**src/rtl/i2c_bitbang_master_top_macros.svh**
```systemverilog
// assertion macros used by the i2c bit-bang master sequencer
`ifndef I2C_BITBANG_MASTER_TOP_MACROS_SVH
`define I2C_BITBANG_MASTER_TOP_MACROS_SVH
`ifndef SYNTH
// property checked on every clock edge outside reset
`define I2C_ASSERT(label, clk, rst_n, prop) \
    label: assert property (@(posedge clk) disable iff (!rst_n) (prop)) \
        else $error("i2c bit-bang master check failed");
// consequent checked in the cycle after the antecedent
`define I2C_ASSERT_NEXT(label, clk, rst_n, ante, cons) \
    label: assert property (@(posedge clk) disable iff (!rst_n) (ante) |=> (cons)) \
        else $error("i2c bit-bang master sequence check failed");
`else
`define I2C_ASSERT(label, clk, rst_n, prop)
`define I2C_ASSERT_NEXT(label, clk, rst_n, ante, cons)
`endif
`endif

```
**src/rtl/i2c_bb_pkg.sv**
```systemverilog
// types and constants of the i2c bit-bang master
package i2c_bb_pkg;

    localparam int BYTE_BITS = 8;

    // command codes
    typedef enum logic [2:0] {
        CMD_IDLE  = 3'd0,
        CMD_START = 3'd1,
        CMD_STOP  = 3'd2,
        CMD_SEND  = 3'd3,
        CMD_WAIT  = 3'd4,
        CMD_READ  = 3'd5
    } t_cmd;

    // register word indexes
    localparam logic [1:0] REG_SHORT_DELAY = 2'd0;
    localparam logic [1:0] REG_LONG_DELAY  = 2'd1;
    localparam logic [1:0] REG_ACK_SETTLE  = 2'd2;
    localparam logic [1:0] REG_ACK_TIMEOUT = 2'd3;

    // register reset values
    localparam logic [7:0] RST_SHORT_DELAY = 8'd2;
    localparam logic [7:0] RST_LONG_DELAY  = 8'd4;
    localparam logic [7:0] RST_ACK_SETTLE  = 8'd1;
    localparam logic [7:0] RST_ACK_TIMEOUT = 8'd250;

    // sequencer phase codes; PH_0 to PH_2 are used by more than one command
    localparam logic [2:0] PH_0 = 3'd0;
    localparam logic [2:0] PH_1 = 3'd1;
    localparam logic [2:0] PH_2 = 3'd2;
    localparam logic [2:0] PH_3 = 3'd3;
    localparam logic [2:0] PH_4 = 3'd4;

    typedef struct packed {
        logic [7:0] short_delay;
        logic [7:0] long_delay;
        logic [7:0] ack_settle;
        logic [7:0] ack_timeout;
    } t_cfg;

    typedef struct packed {
        logic       scl;
        logic       sda_release;
        logic       sda_drive;
        logic       busy_res;
        logic       done_res;
        logic [7:0] rx_byte;
        logic       ack_failed;
    } t_result;

    // a zero delay still lasts one tick
    function automatic logic [7:0] load_ticks(input logic [7:0] ticks);
        load_ticks = (ticks == 8'd0) ? 8'd1 : ticks;
    endfunction

endpackage

```
**src/rtl/i2c_bb_regs.sv**
```systemverilog
// apb configuration registers of the i2c bit-bang master
module i2c_bb_regs (
    input  logic               i_clk,
    input  logic               i_rst_n,
    input  logic               psel,
    input  logic               penable,
    input  logic               pwrite,
    input  logic [3:0]         paddr,
    input  logic [31:0]        pwdata,
    output logic [31:0]        prdata,
    output logic               pready,
    output i2c_bb_pkg::t_cfg   o_cfg
);
    import i2c_bb_pkg::*;

    logic [7:0] r_short_delay;
    logic [7:0] r_long_delay;
    logic [7:0] r_ack_settle;
    logic [7:0] r_ack_timeout;
    logic       w_write;
    logic [1:0] w_index;
    logic [7:0] w_rdata;

    assign pready  = 1'b1;
    assign w_write = psel && penable && pwrite;
    assign w_index = paddr[3:2];

    // register write on the access cycle
    always_ff @(posedge i_clk) begin
        if (!i_rst_n) begin
            r_short_delay <= RST_SHORT_DELAY;
            r_long_delay  <= RST_LONG_DELAY;
            r_ack_settle  <= RST_ACK_SETTLE;
            r_ack_timeout <= RST_ACK_TIMEOUT;
        end else if (w_write) begin
            case (w_index)
                REG_SHORT_DELAY: r_short_delay <= pwdata[7:0];
                REG_LONG_DELAY:  r_long_delay  <= pwdata[7:0];
                REG_ACK_SETTLE:  r_ack_settle  <= pwdata[7:0];
                REG_ACK_TIMEOUT: r_ack_timeout <= pwdata[7:0];
                default: ;
            endcase
        end
    end

    // read mux
    always_comb begin
        case (w_index)
            REG_SHORT_DELAY: w_rdata = r_short_delay;
            REG_LONG_DELAY:  w_rdata = r_long_delay;
            REG_ACK_SETTLE:  w_rdata = r_ack_settle;
            REG_ACK_TIMEOUT: w_rdata = r_ack_timeout;
            default:         w_rdata = 8'd0;
        endcase
    end

    assign prdata = {24'd0, w_rdata};

    assign o_cfg.short_delay = r_short_delay;
    assign o_cfg.long_delay  = r_long_delay;
    assign o_cfg.ack_settle  = r_ack_settle;
    assign o_cfg.ack_timeout = r_ack_timeout;

endmodule

```
**src/rtl/i2c_bb_seq.sv**
```systemverilog
// pin sequencer state and its one-tick next-state logic
`include "i2c_bitbang_master_top_macros.svh"
module i2c_bb_seq (
    input  logic                  i_clk,
    input  logic                  i_rst_n,
    input  logic                  i_step,
    input  logic [2:0]            i_func,
    input  logic [7:0]            i_tx_byte,
    input  logic                  i_send_ack,
    input  logic                  i_sda_in,
    input  i2c_bb_pkg::t_cfg      i_cfg,
    output i2c_bb_pkg::t_result   o_res
);
    import i2c_bb_pkg::*;

    t_cmd                 r_cmd,   n_cmd;
    logic [2:0]           r_phase, n_phase;
    logic [3:0]           r_bit,   n_bit;
    logic [BYTE_BITS-1:0] r_shift, n_shift;
    logic [7:0]           r_delay, n_delay;
    logic [7:0]           r_tmo,   n_tmo;
    logic                 r_ack,   n_ack;
    logic                 r_scl,   n_scl;
    logic                 r_sda,   n_sda;
    logic                 r_dir,   n_dir;
    logic                 r_fail,  n_fail;
    logic [7:0]           r_rx,    n_rx;
    logic                 w_finish;
    logic [3:0]           w_bit_inc;

    assign w_bit_inc = r_bit + 4'd1;

    // state registers advance once per tick
    always_ff @(posedge i_clk) begin
        if (!i_rst_n) begin
            r_cmd   <= CMD_IDLE;
            r_phase <= PH_0;
            r_bit   <= 4'd0;
            r_shift <= '0;
            r_delay <= 8'd0;
            r_tmo   <= 8'd0;
            r_ack   <= 1'b0;
            r_scl   <= 1'b1;
            r_sda   <= 1'b1;
            r_dir   <= 1'b1;
            r_fail  <= 1'b0;
            r_rx    <= 8'd0;
        end else if (i_step) begin
            r_cmd   <= n_cmd;
            r_phase <= n_phase;
            r_bit   <= n_bit;
            r_shift <= n_shift;
            r_delay <= n_delay;
            r_tmo   <= n_tmo;
            r_ack   <= n_ack;
            r_scl   <= n_scl;
            r_sda   <= n_sda;
            r_dir   <= n_dir;
            r_fail  <= n_fail;
            r_rx    <= n_rx;
        end
    end

    // next state for one tick
    always_comb begin
        n_cmd    = r_cmd;
        n_phase  = r_phase;
        n_bit    = r_bit;
        n_shift  = r_shift;
        n_delay  = r_delay;
        n_tmo    = r_tmo;
        n_ack    = r_ack;
        n_scl    = r_scl;
        n_sda    = r_sda;
        n_dir    = r_dir;
        n_fail   = r_fail;
        n_rx     = r_rx;
        w_finish = 1'b0;

        if (r_cmd == CMD_IDLE) begin
            // command accept
            n_bit = 4'd0;
            case (i_func)
                CMD_START: begin
                    n_cmd   = CMD_START;
                    n_dir   = 1'b1;
                    n_scl   = 1'b1;
                    n_sda   = 1'b1;
                    n_delay = load_ticks(i_cfg.long_delay);
                    n_phase = PH_0;
                end
                CMD_STOP: begin
                    n_cmd   = CMD_STOP;
                    n_dir   = 1'b1;
                    n_scl   = 1'b0;
                    n_sda   = 1'b0;
                    n_delay = load_ticks(i_cfg.long_delay);
                    n_phase = PH_0;
                end
                CMD_SEND: begin
                    n_cmd   = CMD_SEND;
                    n_dir   = 1'b1;
                    n_scl   = 1'b0;
                    n_sda   = i_tx_byte[BYTE_BITS-1];
                    n_shift = {i_tx_byte[BYTE_BITS-2:0], 1'b0};
                    n_delay = load_ticks(i_cfg.short_delay);
                    n_phase = PH_0;
                end
                CMD_WAIT: begin
                    n_cmd   = CMD_WAIT;
                    n_dir   = 1'b0;
                    n_sda   = 1'b1;
                    n_delay = load_ticks(i_cfg.ack_settle);
                    n_phase = PH_0;
                end
                CMD_READ: begin
                    n_cmd   = CMD_READ;
                    n_dir   = 1'b0;
                    n_sda   = 1'b1;
                    n_scl   = 1'b0;
                    n_shift = '0;
                    n_ack   = i_send_ack;
                    n_delay = load_ticks(i_cfg.long_delay);
                    n_phase = PH_0;
                end
                default: ;
            endcase
        end else if (r_cmd == CMD_WAIT && r_phase == PH_2) begin
            // acknowledge polling with timeout
            if (!i_sda_in) begin
                n_scl    = 1'b0;
                n_fail   = 1'b0;
                w_finish = 1'b1;
            end else if (r_tmo >= i_cfg.ack_timeout) begin
                n_fail  = 1'b1;
                n_cmd   = CMD_STOP;
                n_dir   = 1'b1;
                n_scl   = 1'b0;
                n_sda   = 1'b0;
                n_delay = load_ticks(i_cfg.long_delay);
                n_phase = PH_0;
            end else begin
                n_tmo = r_tmo + 8'd1;
            end
        end else if (r_delay > 8'd1) begin
            n_delay = r_delay - 8'd1;
        end else begin
            // phase end
            case (r_cmd)
                CMD_START: begin
                    if (r_phase == PH_0) begin
                        n_sda   = 1'b0;
                        n_delay = load_ticks(i_cfg.long_delay);
                        n_phase = PH_1;
                    end else begin
                        n_scl    = 1'b0;
                        w_finish = 1'b1;
                    end
                end
                CMD_STOP: begin
                    if (r_phase == PH_0) begin
                        n_scl   = 1'b1;
                        n_sda   = 1'b1;
                        n_delay = load_ticks(i_cfg.long_delay);
                        n_phase = PH_1;
                    end else begin
                        w_finish = 1'b1;
                    end
                end
                CMD_SEND: begin
                    if (r_phase == PH_0) begin
                        n_scl   = 1'b1;
                        n_delay = load_ticks(i_cfg.short_delay);
                        n_phase = PH_1;
                    end else if (r_phase == PH_1) begin
                        n_scl   = 1'b0;
                        n_delay = load_ticks(i_cfg.short_delay);
                        n_phase = PH_2;
                    end else begin
                        n_bit = w_bit_inc;
                        if (w_bit_inc >= 4'(BYTE_BITS)) begin
                            w_finish = 1'b1;
                        end else begin
                            n_sda   = r_shift[BYTE_BITS-1];
                            n_shift = {r_shift[BYTE_BITS-2:0], 1'b0};
                            n_delay = load_ticks(i_cfg.short_delay);
                            n_phase = PH_0;
                        end
                    end
                end
                CMD_WAIT: begin
                    if (r_phase == PH_0) begin
                        n_scl   = 1'b1;
                        n_delay = load_ticks(i_cfg.ack_settle);
                        n_phase = PH_1;
                    end else begin
                        n_phase = PH_2;
                        n_tmo   = 8'd0;
                    end
                end
                CMD_READ: begin
                    if (r_phase == PH_0) begin
                        n_scl   = 1'b1;
                        n_delay = load_ticks(i_cfg.long_delay);
                        n_phase = PH_1;
                    end else if (r_phase == PH_1) begin
                        // sample sda at the end of scl high
                        n_shift = {r_shift[BYTE_BITS-2:0], i_sda_in};
                        n_scl   = 1'b0;
                        n_delay = load_ticks(i_cfg.long_delay);
                        n_phase = PH_2;
                    end else if (r_phase == PH_2) begin
                        n_bit = w_bit_inc;
                        if (w_bit_inc < 4'(BYTE_BITS)) begin
                            n_delay = load_ticks(i_cfg.long_delay);
                            n_phase = PH_0;
                        end else begin
                            n_dir   = 1'b1;
                            n_scl   = 1'b0;
                            n_delay = load_ticks(i_cfg.short_delay);
                            n_phase = PH_3;
                        end
                    end else if (r_phase == PH_3) begin
                        n_sda   = !r_ack;
                        n_scl   = 1'b1;
                        n_delay = load_ticks(i_cfg.short_delay);
                        n_phase = PH_4;
                    end else begin
                        n_scl    = 1'b0;
                        n_rx     = r_shift;
                        w_finish = 1'b1;
                    end
                end
                default: w_finish = 1'b1;
            endcase
        end

        // command complete returns to idle
        if (w_finish) begin
            n_cmd   = CMD_IDLE;
            n_phase = PH_0;
            n_delay = 8'd0;
        end
    end

    // result of this tick
    assign o_res.scl         = n_scl;
    assign o_res.sda_release = n_sda;
    assign o_res.sda_drive   = n_dir;
    assign o_res.busy_res    = (n_cmd != CMD_IDLE);
    assign o_res.done_res    = w_finish;
    assign o_res.rx_byte     = n_rx;
    assign o_res.ack_failed  = n_fail;

    // finished command leaves the sequencer idle
    `I2C_ASSERT_NEXT(a_done_idle, i_clk, i_rst_n, i_step && w_finish, r_cmd == CMD_IDLE)
    // a timed phase never holds an empty delay count
    `I2C_ASSERT(a_delay_loaded, i_clk, i_rst_n, r_cmd == CMD_IDLE || (r_cmd == CMD_WAIT && r_phase == PH_2) || r_delay != 8'd0)
    // bit counter stays within one byte
    `I2C_ASSERT(a_bit_range, i_clk, i_rst_n, r_bit <= 4'(BYTE_BITS))

endmodule

```
**src/rtl/i2c_bitbang_master_top.sv**
```systemverilog
// i2c bit-bang master: input register, sequencer, result register, apb registers
// an accepted tick is held in the input register until it moves on into the result register
// throughput: one tick per cycle unless the result stalls; both registers decouple the sides
// each tick is one pass of the sequencer next-state logic between the two registers
// reset (synchronous, active low) empties both registers, idles the sequencer
// and restores the configuration registers to their defaults
module i2c_bitbang_master_top (
    input  logic        i_clk,
    input  logic        i_rst_n,
    // tick channel
    input  logic        i_in_valid,
    output logic        o_in_stall,
    input  logic [2:0]  i_func,
    input  logic [7:0]  i_tx_byte,
    input  logic        i_send_ack,
    input  logic        i_sda_in,
    // result channel
    output logic        o_out_valid,
    input  logic        i_out_stall,
    output logic        o_scl,
    output logic        o_sda_release,
    output logic        o_sda_drive,
    output logic        o_busy_res,
    output logic        o_done_res,
    output logic [7:0]  o_rx_byte,
    output logic        o_ack_failed,
    // configuration port
    input  logic        psel,
    input  logic        penable,
    input  logic        pwrite,
    input  logic [3:0]  paddr,
    input  logic [31:0] pwdata,
    output logic [31:0] prdata,
    output logic        pready
);
    import i2c_bb_pkg::*;

    t_cfg       w_cfg;
    t_result    w_res;
    logic       w_step;
    logic       r_in_valid;
    logic [2:0] r_func;
    logic [7:0] r_tx_byte;
    logic       r_send_ack;
    logic       r_sda_in;
    logic       r_out_valid;
    t_result    r_out;

    i2c_bb_regs u_regs (
        .i_clk   (i_clk),
        .i_rst_n (i_rst_n),
        .psel    (psel),
        .penable (penable),
        .pwrite  (pwrite),
        .paddr   (paddr),
        .pwdata  (pwdata),
        .prdata  (prdata),
        .pready  (pready),
        .o_cfg   (w_cfg)
    );

    // a held tick moves on when the result register is free
    assign w_step     = r_in_valid && (!r_out_valid || !i_out_stall);
    assign o_in_stall = r_in_valid && !w_step;

    // input register
    always_ff @(posedge i_clk) begin
        if (!i_rst_n) begin
            r_in_valid <= 1'b0;
        end else if (!o_in_stall) begin
            r_in_valid <= i_in_valid;
        end
    end

    always_ff @(posedge i_clk) begin
        if (!o_in_stall && i_in_valid) begin
            r_func     <= i_func;
            r_tx_byte  <= i_tx_byte;
            r_send_ack <= i_send_ack;
            r_sda_in   <= i_sda_in;
        end
    end

    i2c_bb_seq u_seq (
        .i_clk      (i_clk),
        .i_rst_n    (i_rst_n),
        .i_step     (w_step),
        .i_func     (r_func),
        .i_tx_byte  (r_tx_byte),
        .i_send_ack (r_send_ack),
        .i_sda_in   (r_sda_in),
        .i_cfg      (w_cfg),
        .o_res      (w_res)
    );

    // result register
    always_ff @(posedge i_clk) begin
        if (!i_rst_n) begin
            r_out_valid <= 1'b0;
        end else if (w_step) begin
            r_out_valid <= 1'b1;
        end else if (!i_out_stall) begin
            r_out_valid <= 1'b0;
        end
    end

    always_ff @(posedge i_clk) begin
        if (w_step) begin
            r_out <= w_res;
        end
    end

    assign o_out_valid   = r_out_valid;
    assign o_scl         = r_out.scl;
    assign o_sda_release = r_out.sda_release;
    assign o_sda_drive   = r_out.sda_drive;
    assign o_busy_res    = r_out.busy_res;
    assign o_done_res    = r_out.done_res;
    assign o_rx_byte     = r_out.rx_byte;
    assign o_ack_failed  = r_out.ack_failed;

endmodule

```
**config.mk**
```make
export PLATFORM = sky130hd
export DESIGN_NAME = i2c_bitbang_master_top
export DESIGN_NICKNAME = d
export VERILOG_FILES = /design/src/rtl/i2c_bb_pkg.sv /design/src/rtl/i2c_bb_regs.sv /design/src/rtl/i2c_bb_seq.sv /design/src/rtl/i2c_bitbang_master_top.sv
export VERILOG_INCLUDE_DIRS = /design/src /design/src/rtl
export SDC_FILE = /design/constraint.sdc
export NUM_CORES = 1
export LEC_CHECK = 0
export ABC_AREA = 0
export BUFFER_PORTS_ARGS = -buffer_cell sky130_fd_sc_hd__buf_2
export CORE_MARGIN = 3
export CORE_UTILIZATION = 55
export DETAILED_ROUTE_END_ITERATION = 10
export PLACE_DENSITY = 0.78
export REMOVE_ABC_BUFFERS = 1
export SYNTH_ARGS = -nofsm -noshare
export SYNTH_HDL_FRONTEND = slang
export SYNTH_SLANG_ARGS = --single-unit
```
**constraint.sdc**
```tcl
create_clock -name i_clk -period 7.6 [get_ports i_clk]
set_clock_uncertainty 0.2 [all_clocks]
set_input_delay 0.38 -clock i_clk [delete_from_list [all_inputs] [get_ports i_clk]]
set_output_delay 0.38 -clock i_clk [all_outputs]
set_load 0.01 [all_outputs]
```
==> run metrics, run 1 <==
Yosys reg bits 108; Max Slew Vio Count 0; area growth from synthesis to layout 10.76%; Leak approximately 0.0028 uW; Internal between 900 and 1000 uW; Max stage delay on crit path between 1 and 1.5 ns; Area contributors post-synth dfxtp_1, edfxtp_1, nor2_1; post-layout net count approximately 800; yosys warns 0; top cell type's share of synthesized area between 20% and 30%; clk buf depth 2; TritonCTS Buffers 9; Final GP Congestion between 1 and 1.5; ys flop type dfxtp_1; Clock Power Share between 30% and 40%; most used cell, CP nand3_1; Required @ worst endpoint between 7 and 8 ns; DR pass1 iterations 6; sw frac a little under a third; RSZ-0062 raised after global routing no; slowest CP cell nor3b_1; Critical Path Fanout Max 21; Total GRT Usage 26.60%; grt ovf 0; largest area contributor in the netlist dfxtp_1; final routed DRC violation total 0; CTS tree built; post-synthesis cell area 0.006211 mm^2; initial core utilization a little under three fifths; Fmax around 0.23 GHz; Final Power 1420 uW; initial antenna violation count 0; largest net degree at the start of global routing 29; Root Buffer clkbuf_16; final setup vio count 0; Fillers roughly 900; sequential share of power between 40 and 50%; Syn Area/Cell ~9 um^2; sequential area share after synthesis 39.16%; setup TNS 0 ns; routed vias between 5000 and 6000; VDD IR max approximately 0.14 mV; layout cells sized above 1 between 10% and 20%; post-DP HPWL about 12 mm; number of DRC markers in iteration 0 625; Hold Path Class in -> reg; Crit. End Element flip-flop; placed cells approximately 870; Die Height 112.3 um; final worst slack 3.251 ns; Slew HR a little over an eighth; H-tree depth 3; Die ar. approximately 0.013 mm^2; worst path cell trace nor3b_1 > nand3_1 > nand2_2 > nor2_1 > o21ai_0 > nand3_1 > o32ai_1; post-route ant nets 0; Least-Margin Pin Slew roughly 1.3 ns; Synth async-reset ratio 0%; Top Ports between 100 and 150; period utilisation layout 57.22%; Die Span X between 100 and 150 um; Site Rows 38; Critical Path Start Type flip-flop; min cycle time layout about 4.3 ns; drt via density between 6 and 7; Yosys cell types 78; Arrival @ worst endpoint 4.41 ns; net switching power 440.6 uW; fin area about 0.007 mm^2; Post-Route WL ~17 mm; CP Class reg -> reg; DP Area between 0.006 and 0.007 mm^2; worst slack at placement 3.338 ns; Clock Sink Count ~110; outcome complete, no violations; gate count of the mapped netlist 710; final hold viol count 0; Pwr Density about 210 mW/mm^2; Comb pwr share 20.0%; Buffers on Ports 53; drt wl/cell roughly 19 um; Post-CTS Resized 0; Post-synth EDFFs 27; vias in the first global route around 5000; Clk Latency, worst-skew pair roughly 0.36 ns; fin cells between 800 and 900; core area ~0.011 mm^2; max-cap viol count 0; diode count 0; first-pass GRT wire length ~27 mm; Clock transition at path regs around 0.08 ns
## cell usage after synthesis (3+ instances only)
| library cell | count |
|---|---|
| a2111oi_0 | 3 |
| a211oi_1 | 9 |
| a21oi_1 | 40 |
| a221oi_1 | 7 |
| a22oi_1 | 10 |
| a311o_1 | 3 |
| a31oi_1 | 8 |
| and2_1 | 3 |
| and3_1 | 8 |
| buf_2 | 7 |
| buf_4 | 25 |
| clkbuf_1 | 30 |
| dfxtp_1 | 81 |
| edfxtp_1 | 27 |
| ha_1 | 13 |
| inv_1 | 23 |
| mux2_2 | 8 |
| mux2i_1 | 38 |
| mux4_2 | 8 |
| nand2_1 | 52 |
| nand2b_1 | 7 |
| nand3_1 | 15 |
| nand3b_1 | 3 |
| nand4_1 | 5 |
| nor2_1 | 107 |
| nor2b_1 | 8 |
| nor3_1 | 23 |
| nor3b_1 | 3 |
| nor4_1 | 4 |
| o211ai_1 | 3 |
| o21a_1 | 7 |
| o21ai_0 | 31 |
| o22ai_1 | 5 |
| o311a_1 | 3 |
| o31ai_1 | 3 |
| o32ai_1 | 4 |
| or2_2 | 3 |
| or3_1 | 6 |
| or3b_2 | 3 |
| or4_1 | 3 |
| xnor2_1 | 4 |
| xor2_1 | 7 |
## worst max-delay path, delay by kind of cell (launching register included)
family / cells / cell delay [ns]
flops: 1 / 0.71
compound gates: 2 / 0.73
simple gates: 5 / 2.61
## layout make-up
class	instances	area, um^2	area share [%]
inverters	24	90.09	1.310
well taps	140	175.2	2.546
multi-input cells	537	3432	49.89
repair buffers	71	430.4	6.257
flip-flops and latches	108	2432	35.36
clock buffers	9	225.2	3.274
clock inverters	7	93.84	1.364
## flip-flops by register name, summed over array words and instances (netlist names), 3 cells and up
| register | count |
|---|---|
| u_regs.r_long_delay | 8 |
| u_seq.r_phase | 3 |
| u_regs.r_ack_settle | 8 |
| u_seq.r_tmo | 8 |
| u_seq.r_cmd | 3 |
| r_tx_byte | 8 |
| u_seq.r_shift | 8 |
| o_rx_byte | 8 |
| u_regs.r_ack_timeout | 8 |
| r_func | 3 |
| u_seq.r_delay | 8 |
| u_seq.r_bit | 4 |
| u_seq.r_rx | 8 |
| u_regs.r_short_delay | 8 |
## metal layers
| metal | vias up | GRT usage, % | share of wire (%) |
|---|---|---|---|
| met5 | - | 0 | 0 |
| met4 | 0 | 10.26 | 2.6 |
| met3 | 45 | 5.822 | 9.8 |
| met2 | 300 | 38.70 | 44 |
| met1 | 2617 | 38.68 | 43 |
| li1 | 2627 | - | - |
## cells by family after synthesis
logic type      Yosys count  share of synthesized area, %
flops                   108                         39.16
simple gates            264                         20.47
fa+ha+maj                13                         2.619
xor+xnor                 11                         1.551
buf+inv                  88                         6.970
mux                      54                         10.48
compound gates          170                         18.63
other cells               2                        0.1209
## power by group through the flow
stage	Clock, uW	Sequential [uW]	Combinational (uW)
3_5_place_dp	0	652	269
4_1_cts	504	638	276
5_1_grt	527	643	307
3_3_place_gp	0	650	265
6_report	497	639	284
2_1_floorplan	0	647	183
## final timing paths
check	start	to	slack (ns)	depth (start not counted)
worst max-delay path	u_seq.r_cmd[2]	u_seq.r_delay[5]	3.25	7
worst min-delay path	i_tx_byte[7]	r_tx_byte[7]	0.01	1
worst max register to register	u_seq.r_cmd[2]	u_seq.r_delay[5]	3.25	7
worst min register to register	u_seq.r_fail	u_seq.r_fail	0.27	2
## layout by cell type, fill, tap and decap left out, types with 12 or more instances in the layout
cell type,count
a21oi_1,40
buf_2,53
conb_1,25
dfxtp_1,81
dlygate4sd3_1,12
edfxtp_1,27
ha_1,13
inv_1,23
mux2i_1,38
nand2_1,52
nand3_1,15
nor2_1,107
nor3_1,23
o21ai_0,31
## repair_timing
action / 4_1_cts / 5_1_grt
setup buffers: 0 / 0
endpoints found under the hold margin: 12 / 0
hold buffers: 12 / 0
endpoints found under the setup margin: 0 / 0
## stage by stage
| stage | utilization [%] | hold WS, ns |
|---|---|---|
| after floorplan | - | 0.2367 |
| after global placement | 58.89 | 0.2461 |
| after detailed placement | 58.89 | 0.2552 |
| after CTS | 62.91 | 0.006447 |
| after global routing | 62.91 | 0.01209 |
| final | 62.91 | 0.01211 |
Note: power is estimated with default switching activity, not from simulation.
==> inputs of run 2 (changes only) <==
--- a/config.mk
+++ b/config.mk
@@ -9,9 +9,9 @@
 export ABC_AREA = 0
 export BUFFER_PORTS_ARGS = -buffer_cell sky130_fd_sc_hd__buf_2
 export CORE_MARGIN = 3
-export CORE_UTILIZATION = 55
+export CORE_UTILIZATION = 51
 export DETAILED_ROUTE_END_ITERATION = 10
-export PLACE_DENSITY = 0.78
+export PLACE_DENSITY = 0.76
 export REMOVE_ABC_BUFFERS = 1
 export SYNTH_ARGS = -nofsm -noshare
 export SYNTH_HDL_FRONTEND = slang
==> constraint.sdc (replaced) <==
create_clock -name i_clk -period 3.8 [get_ports i_clk]
set_clock_uncertainty 0.2 [all_clocks]
set_input_delay 0.19 -clock i_clk [delete_from_list [all_inputs] [get_ports i_clk]]
set_output_delay 0.19 -clock i_clk [all_outputs]
set_load 0.01 [all_outputs]
==> run metrics, run 2 (synthesized netlist as in run 1, its figures left out) <==
outcome complete, no violations; Clock transition at path regs 0.07 ns (about the same); post-DP HPWL 12.56 mm (+5.9%); Max stage delay on crit path 0.67 ns (-0.43 ns); fin area 0.007083 mm^2 (+3.0%); sw frac 29.62% (-1.4 points); CP bufs+invs 0 (unchanged); fin cells 921 (+2.8%); net switching power 856.3 uW (+94%); Slew HR 19.81% (+6.6 points); Required @ worst endpoint 3.85 ns (-3.82 ns); fin util 60.73% (-2.2 points); FF/Latch Area 0.002432 mm^2 (unchanged); crit path from u_seq.r_delay[2]; min cycle time layout 3.260 ns (-1.088 ns); CP Class reg -> reg; RSZ-0062 raised after global routing no; diode count 0 (unchanged); initial antenna violation count 0 (unchanged); max-cap viol count 0 (unchanged); Hold Path Class in -> reg; CTS tree built; Die Span X 116.4 um (+3.6%); commonest non-fill, non-tap cells in the layout nor2_1, dfxtp_1, buf_2, nand2_1, a21oi_1; VDD IR max 0.2970 mV (+110%); drt wl/cell 19.19 um (+2.1%); worst path cell trace or4_1 > nor4_4 > nand2_2 > o21ai_2 > o21a_1 > nand3_1 > o32ai_1; Total GRT Usage 26.58% (about the same); delay-heaviest family, CP simple AND/OR/NAND/NOR gates; min-delay src i_rst_n; sequential share of power 44.2% (-0.8 points); Die ar. 0.01354 mm^2 (+7.4%); first-pass GRT wire length 27.99 mm (+4.0%); Top Ports 105 (unchanged); Fmax 0.3067 GHz (+33%); DP Area 0.006526 mm^2 (+1.3%); Post-CTS Resized 0 (unchanged); worst slack at placement 0.5982 ns (-2.740 ns); final worst slack 0.5395 ns (-2.712 ns); slowest CP cell or4_1; DR pass1 iterations 7 (+1); drt via density 6.211 (-0.43%); core area 0.01166 mm^2 (+6.6%); Clock Power Share 35.2% (+0.2 points); final hold viol count 0 (unchanged); most common cell after layout, fill and taps aside nor2_1; area growth from synthesis to layout 14.04%; Crit. End Element flip-flop; Arrival @ worst endpoint 3.32 ns (-1.09 ns); post-route ant nets 0 (unchanged); number of DRC markers in iteration 0 564 (-9.8%); Pwr Density 408.2 mW/mm^2 (+98%); Die Height 116.4 um (+3.6%); initial core utilization 53.26% (-3.5 points); Buffers on Ports 53 (unchanged); reg2reg start u_seq.r_delay[2]; grt ovf 0 (unchanged); Clk Latency, worst-skew pair 0.35 ns (about the same); vias in the first global route 5259 (+3.3%); largest net degree at the start of global routing 42 (+45%); routed vias 5720 (+2.3%); multi-input logic area 0.003432 mm^2 (unchanged); Max Slew Vio Count 0 (unchanged); Post-Route WL 17.67 mm (+4.9%); Internal 2035 uW (+110%); Root Buffer clkbuf_16; Critical Path Start Type flip-flop; post-layout net count 842 (+2.7%); TritonCTS Buffers 9 (unchanged); period utilisation layout 85.80% (+29 points); clk buf depth 2 (unchanged); Critical Path Fanout Max 10 (-52%); final routed DRC violation total 0 (unchanged); final setup vio count 0 (unchanged); Leak 0.002934 uW (+3.8%); H-tree depth 3 (unchanged); Comb pwr share 20.6% (+0.6 points); Fillers 989 (+9.6%); layout cells sized above 1 14.78% (+0.76 points); Final GP Congestion 0.9770 (-2.5%); placed cells 882 (+1.6%); Least-Margin Pin Slew 1.200 ns (-0.09817 ns); Clock Sink Count 108 (unchanged); setup TNS 0 ns (unchanged); Site Rows 39 (+2.6%)
run 2: cell types whose count changed in the layout (fill, tap and decap cells not counted), sizes merged:
cell / previous run / this run
dlygate4sd3: 12 / 23
inv: 25 / 24
clkinvlp: 1 / 0
buf: 59 / 70
clkbuf: 9 / 10
bufinv: 1 / 2
run 2: layer usage:
| metal | share of wire (%) | track usage, % | vias up |
|---|---|---|---|
| li1 | - | - | 2675 |
| met1 | 45 | 38.16 | 2710 |
| met2 | 45 | 40.50 | 304 |
| met3 | 8.8 | 5.907 | 31 |
| met4 | 1.8 | 7.193 | 0 |
| met5 | 0 | 0 | - |
run 2: cell type report:
cell class / instances / area share, %
Tap cell: 143 / 2.526
Inverter: 24 / 1.272
Clock buffer: 10 / 3.233
Clock inverter: 6 / 1.378
Timing Repair Buffer: 93 / 8.797
Multi-Input combinational cell: 537 / 48.45
Sequential cell: 108 / 34.34
run 2: metrics by stage:
step	hold slack [ns]	power, uW
after global routing	0.08583	3018
after floorplan	0.05194	1660
final	0.08525	2891
after CTS	0.07188	2884
after detailed placement	0.1681	1863
after global placement	0.1662	1856
run 2: path summary, 6_finish.rpt:
path | endpoint | slack (ns) | depth (start not counted)
min | u_regs.r_ack_timeout[3] | 0.09 | 2
min reg2reg | u_seq.r_fail | 0.27 | 2
max reg2reg | u_seq.r_delay[5] | 0.54 | 7
max | u_seq.r_delay[5] | 0.54 | 7
run 2: power groups by stage:
| stage | logic [uW] | clock network [uW] | registers (uW) |
|---|---|---|---|
| detailed placement | 560 | 0 | 1300 |
| finish | 597 | 1020 | 1280 |
| global route | 650 | 1080 | 1280 |
| CTS | 583 | 1020 | 1280 |
| floorplan | 366 | 0 | 1290 |
| global placement | 556 | 0 | 1300 |
run 2: worst reg2reg max path, stage by stage, from the launching register on:
cell and delay [ns]:
dfxtp_1 0.36, or4_1 0.67, nor4_4 0.45, nand2_2 0.28, o21ai_2 0.35, o21a_1 0.36, nand3_1 0.19, o32ai_1 0.32
run 2: repair_timing:
action	4_1_cts	5_1_grt
buffers inserted	0	0
hold endpoints to repair	47	0
hold buffers	23	0
